**config.mk**
```make
export PLATFORM = sky130hd
export DESIGN_NAME = rfe_horner_step
export DESIGN_NICKNAME = d
export VERILOG_FILES = /design/src/design/rfe_pkg.sv /design/src/design/rfe_horner_step.sv
export SDC_FILE = /design/constraint.sdc
export NUM_CORES = 2
export LEC_CHECK = 0
export ABC_CLOCK_PERIOD_IN_PS = 6500
export BUFFER_PORTS_ARGS = -buffer_cell sky130_fd_sc_hd__buf_2
export CAP_MARGIN = 10
export CORE_MARGIN = 1.5
export CORE_UTILIZATION = 60
export CTS_CLUSTER_DIAMETER = 150
export DETAILED_ROUTE_END_ITERATION = 10
export PLACE_DENSITY_LB_ADDON = 0.12
export SYNTH_ARGS = -nofsm -noshare
export SYNTH_HDL_FRONTEND = slang
export SYNTH_SLANG_ARGS = --single-unit
```
**constraint.sdc**
```tcl
create_clock -name clk -period 6.5 [get_ports clk]
set_clock_uncertainty 0.2 [all_clocks]
set_input_delay 1.3 -clock clk [delete_from_list [all_inputs] [get_ports clk]]
set_output_delay 1.3 -clock clk [all_outputs]
set_load 0.005 [all_outputs]
```
**src/design/rfe_pkg.sv**
```systemverilog
// Shared types, widths and constants of the rational function evaluator.
package rfe_pkg;

    localparam int MaxTerms   = 4;
    localparam int CoefW      = 16;
    localparam int AccW       = 32;
    localparam int CfgIdxW    = 3;
    localparam int DefNumTerms = 4;
    localparam int DefDenTerms = 4;

    localparam logic signed [AccW-1:0] AccMax = 32'sh7fffffff;
    localparam logic signed [AccW-1:0] AccMin = 32'sh80000000;
    localparam logic signed [CoefW-1:0] DenOneReset = 16'sd4096;

    typedef logic signed [CoefW-1:0] coef_t;
    typedef logic signed [AccW-1:0]  acc_t;
    typedef coef_t coef_bank_t [MaxTerms];

    // Saturate a 64-bit value to 32 bits.
    function automatic acc_t clamp32(input logic signed [63:0] v, output logic hit);
        hit = 1'b0;
        clamp32 = v[AccW-1:0];
        if (v > 64'(signed'(AccMax)))
        begin
            hit = 1'b1;
            clamp32 = AccMax;
        end
        else if (v < 64'(signed'(AccMin)))
        begin
            hit = 1'b1;
            clamp32 = AccMin;
        end
    endfunction

endpackage

```
**src/design/rfe_horner_step.sv**
```systemverilog
// One registered Horner step: multiply, shift, saturate, add coefficient.
module rfe_horner_step
(
    input  logic                clk,
    input  logic                rst_n,
    input  logic                in_valid,
    input  logic                in_sat,
    input  logic signed [15:0]  in_x,
    input  logic signed [31:0]  in_num,
    input  logic signed [31:0]  in_den,
    input  logic                num_en,
    input  logic                den_en,
    input  logic signed [15:0]  num_coef,
    input  logic signed [15:0]  den_coef,
    output logic                out_valid,
    output logic                out_sat,
    output logic signed [15:0]  out_x,
    output logic signed [31:0]  out_num,
    output logic signed [31:0]  out_den
);
    import rfe_pkg::*;

    // Multiply stage
    logic               m_valid_reg;
    logic               m_sat_reg;
    logic signed [15:0] m_x_reg;
    logic signed [47:0] m_pn_reg;
    logic signed [47:0] m_pd_reg;
    logic signed [31:0] m_num_reg;
    logic signed [31:0] m_den_reg;

    logic signed [31:0] num_next;
    logic signed [31:0] den_next;
    logic               sat_next;

    always_ff @(posedge clk or negedge rst_n)
    begin
        if (!rst_n)
        begin
            m_valid_reg <= 1'b0;
            out_valid   <= 1'b0;
        end
        else
        begin
            m_valid_reg <= in_valid;
            out_valid   <= m_valid_reg;
        end
    end

    always_ff @(posedge clk)
    begin
        m_sat_reg <= in_sat;
        m_x_reg   <= in_x;
        m_pn_reg  <= in_x * in_num;
        m_pd_reg  <= in_x * in_den;
        m_num_reg <= in_num;
        m_den_reg <= in_den;
        out_sat   <= sat_next;
        out_x     <= m_x_reg;
        out_num   <= num_next;
        out_den   <= den_next;
    end

    always_comb
    begin
        logic signed [63:0] pn;
        logic signed [63:0] pd;
        acc_t cn;
        acc_t cd;
        logic h0;
        logic h1;
        logic h2;
        logic h3;
        pn = 64'(m_pn_reg >>> 12);
        pd = 64'(m_pd_reg >>> 12);
        cn = clamp32(pn, h0);
        cn = clamp32(64'(cn) + 64'(num_coef) * 64'sd16, h1);
        cd = clamp32(pd, h2);
        cd = clamp32(64'(cd) + 64'(den_coef) * 64'sd16, h3);
        num_next = num_en ? cn : m_num_reg;
        den_next = den_en ? cd : m_den_reg;
        sat_next = m_sat_reg | (num_en & (h0 | h1)) | (den_en & (h2 | h3));
    end

endmodule

```
After elaboration in Yosys (flattened, before gate mapping) --
Index checks and enable logic that the tools add are counted.
Word-level totals: bits in registers 260, input bits 118, output and inout port bits 82, word-level logic and storage cells 48
Operators by class: add/subtract/negate cells 2, $mul 2, magnitude comparators 8, multiplexer cells 18, bitwise gates (word level) 6
Operators with widths (count):
- 32-bit 2-to-1 mux | 10
- 16-bit by 32-bit multiplier with 48-bit output | 2
- 36-bit by 32-bit greater-than comparator with 1-bit output, second input constant | 2
- 36-bit by 32-bit less-than comparator with 1-bit output, second input constant | 2
- 32-bit by 20-bit adder with 33-bit output | 2
- 33-bit by 32-bit greater-than comparator with 1-bit output, second input constant | 2
- 33-bit by 32-bit less-than comparator with 1-bit output, second input constant | 2
- 1-bit 2-to-1 mux | 8
- 1-bit bitwise OR | 4
- 1-bit bitwise AND | 2

Longest topological paths before layout --
depth after elaboration 11, gate-level depth with buffers 27

Least setup slack after synthesis --
OpenSTA, ideal clock, no wires.
path kind input-to-reg, from input port in_x[1], to register m_pn_reg[47], library setup time 0.072 ns, data arrival time 7.501 ns, slack -1.273 ns, stages 26, cell sequence clkbuf_1 -> clkbuf_1 -> nand2_1 -> fa_1 -> inv_1 -> fa_1 -> inv_1 -> fa_1 -> inv_1 -> fa_1 -> inv_1 -> fa_1 -> inv_1 -> fa_1 -> ha_1 -> o21a_1 -> o211a_1 -> a221oi_1 -> o21ai_1 -> a2111o_1 -> and2_1 -> a22o_1 -> o21a_1 -> o21a_1 -> nor2_1 -> xnor2_1
On the way: cells in the longest elaborated chain, start to end 1
Ends and longest elaborated chain:
- from (decl) | RTL line rfe_horner_step.sv:8 | input logic signed [15:0] in_x,
- 16-bit by 32-bit multiplier with 48-bit output | RTL line rfe_horner_step.sv:54 | m_pn_reg <= in_x * in_num;
- to (signal assigned) | RTL line rfe_horner_step.sv:54
- to (decl) | RTL line rfe_horner_step.sv:27 | logic signed [47:0] m_pn_reg;
Every way passes these cells.

Final worst setup path --
from input port in_x[12], to register m_pd_reg[46]
On the way: cells in the longest elaborated chain, start to end 1
Ends and longest elaborated chain:
- 16-bit by 32-bit multiplier with 48-bit output | RTL line rfe_horner_step.sv:55 | m_pd_reg <= in_x * in_den;
- to (signal assigned) | RTL line rfe_horner_step.sv:55
- to (decl) | RTL line rfe_horner_step.sv:28 | logic signed [47:0] m_pd_reg;
Every way passes these cells.

==> results.sh <==
export IMPL_arrival_ns=7.42
export IMPL_hold_start="m_x_reg[3]$_DFF_P_"
export IMPL_drtPass1Iterations=6
export IMPL_drc=0
export IMPL_routabilityCongestion=0.919
export IMPL_setup_slack_ns=-0.631
export IMPL_synth_top_area_share_pct=45.5
export IMPL_rsz0062_at_grt="yes"
export IMPL_synth_area_sq_mm=0.0428
export IMPL_clock_sink_count=236
export IMPL_drive_gt1_share_pct=20.9
export IMPL_core_area_sq_mm=0.0703
export IMPL_worstHoldPathCells=0
export IMPL_clock_fmax_mhz=140
export IMPL_io_buffer_count=199
export IMPL_grt_max_degree=37
export IMPL_synthCells=4649
export IMPL_final_fill_count=4995
export IMPL_syn_num_nets=6020
export IMPL_cts_tree="done"
export IMPL_critPathKind="input port to flip-flop"
export IMPL_reg2reg_depth=16
export IMPL_drt_iter0_drc=2152
export IMPL_insertion_delay_ns=0.58
export IMPL_status="complete, but fails checks"
export IMPL_design_die_area_sq_mm=0.0729
export IMPL_wl_microns=116000
export IMPL_timing_rr_start="m_pn_reg[45]$_DFF_P_"
export IMPL_rrSetupSlack_ns=1.06
export IMPL_hp_class="flip-flop to flip-flop"
export IMPL_synthTopCellsByCount="inv_1, fa_1, nand2_1, and2_1, ha_1"
export IMPL_relSlewSlack_pct=26.8
export IMPL_num_vias=33600
export IMPL_tightestPinTransition_ns=1.09
export IMPL_via_per_inst=5.38
export IMPL_fp_row_count=97
export IMPL_worstPathMaxFanout=5
export IMPL_io_pins=200
export IMPL_tns_ns=-16.80
export IMPL_cts_root_buf="clkbuf_16"
export IMPL_syn_area_per_cell_sq_um=9.20
export IMPL_holdBufCountCts=0
export IMPL_cp_end_kind="flip-flop"
export IMPL_dieHeight_microns=270
export IMPL_violations="setup timing"
export IMPL_wire_per_inst_microns=18.5
export IMPL_clockBufferDepth=3
export IMPL_ys_flop_type="dfxtp_1"
export IMPL_drv_cap=0
export IMPL_diodes=0
export IMPL_fin_nets=6658
export IMPL_die_x_microns=270
export IMPL_clk_pin_slew_ns=0.06
export IMPL_post_route_period_util_pct=110
export IMPL_h_tree_depth=1
export IMPL_dp_hpwl_microns=88700
export IMPL_synth_area_leaders="fa_1, dfxtp_1, inv_1, ha_1, nand2_1"
export IMPL_synth_edf_count=0
export IMPL_start_util_pct=60.9
export IMPL_ys_seq_area_share_pct=11.1
export IMPL_finalHoldViolCount=0
export IMPL_postRouteAntennaNets=0
export IMPL_overflow=0
export IMPL_grt_usage_pct=32.9
export IMPL_synth_cell_type_count=79
export IMPL_slew_violations=0
export IMPL_reg2reg_to="out_sat$_DFF_P_"
export IMPL_yosysWarningCount=0
export IMPL_setup_viol=45
export IMPL_synth_most_common_cell="inv_1"
export IMPL_yosysTopAreaCell="fa_1"
export IMPL_grt_pass1_wl_microns=188000
export IMPL_async_flop_share_pct=0.847
export IMPL_whs_endpoint="out_x[3]$_DFF_P_"
export IMPL_crit_path_start_kind="input port"
export IMPL_grt_pass1_vias=36500
export IMPL_antenna_found_initial=1
export IMPL_required_ns=6.79
export IMPL_finalCriticalPeriod_ns=7.13
export IMPL_area_growth_pct=23.0
export IMPL_cts_buffers_inserted=26
export IMPL_synth_seq_cells=236
-- final cells by class --
| cell class | count | area, sq um | area share, % |
|---|---|---|---|
| clock inverter | 10 | 203 | 0.385 |
| multi-input combinational | 3167 | 34500 | 65.6 |
| sequential | 236 | 4730 | 9.00 |
| clock buffer | 36 | 769 | 1.46 |
| tap | 940 | 1180 | 2.24 |
| inverter | 1036 | 3890 | 7.39 |
| timing repair buffer | 820 | 7340 | 14.0 |
-- cell usage in the layout, fill, tap and decap left out, types with 55 or more instances in the layout --
cell,n
and2_1,318
ha_1,252
buf_12,62
buf_6,55
inv_1,1009
nand2_1,639
nor2_1,167
dfxtp_1,234
nand2b_1,67
buf_4,506
buf_2,160
a21oi_1,76
xnor2_1,85
fa_1,947
-- per-stage QoR --
stage	instances	instance area [sq um]	setup WS (ns)	hold slack, ns	util, %
after floorplan	4649	43500	-0.859	0.110	-
after global placement	6077	48700	-1.29	0.111	69.3
after detailed placement	6077	48700	-1.47	0.112	69.3
after CTS	6228	52000	-0.467	0.115	74.0
after global routing	6245	52600	-0.785	0.112	74.9
final	6245	52600	-0.631	0.120	74.9
-- critical path: stages --
cell      delay (ns)
buf_8           0.13
buf_8           0.13
buf_4           0.14
and2_1          0.18
fa_2            0.39
fa_1            0.54
inv_2           0.04
fa_1            0.56
inv_2           0.06
fa_1            0.57
inv_2           0.05
fa_2            0.53
inv_2           0.04
fa_2            0.55
ha_4            0.22
nand2_4         0.06
nor2_4          0.04
a31oi_1         0.18
a21o_1          0.19
a21boi_4        0.23
o221ai_4        0.15
a21bo_4         0.26
a41o_4          0.23
a211o_1         0.30
a21oi_2         0.17
xnor2_1         0.14
-- cell families after synthesis --
kind of cell / after synthesis / synth area share, %
buffers and inverters: 1246 / 11.0
adder cells (fa/ha/maj): 1253 / 53.7
flip-flops: 236 / 11.1
multiplexers: 1 / 0.0263
AND/OR/NAND/NOR: 1371 / 14.9
XOR/XNOR: 121 / 2.51
AO/OA/AOI/OAI: 421 / 6.83
-- timing repair --
action                                  4_1_cts  5_1_grt
setup buffers                                97       31
gates cloned                                 22        1
endpoints found under the setup margin       56       62
resized for setup                           255      140
pin swaps                                   134      128
-- worst max-delay path by stage --
stage | from | end | slack, ns
detailed placement | in_x[2] | m_pd_reg[47]$_DFF_P_ | -1.47
floorplan | in_x[12] | m_pn_reg[47]$_DFF_P_ | -0.86
finish | in_x[12] | m_pd_reg[46]$_DFF_P_ | -0.63
CTS | in_x[1] | m_pn_reg[47]$_DFF_P_ | -0.47
global placement | in_x[2] | m_pd_reg[46]$_DFF_P_ | -1.29
global route | in_x[11] | m_pn_reg[47]$_DFF_P_ | -0.79
-- layer usage --
| metal | part of all wire, % | GRT usage, % | vias to the layer above |
|---|---|---|---|
| li1 | - | - | 15100 |
| met1 | 38 | 40.8 | 17000 |
| met2 | 51 | 57.6 | 1167 |
| met3 | 6.5 | 4.37 | 345 |
| met4 | 5.0 | 13.9 | 0 |
| met5 | 0 | 0 | - |
Power is left out: the tool's default activity adds up to more than one toggle a clock period on the data nets, which glitch-free logic cannot reach.
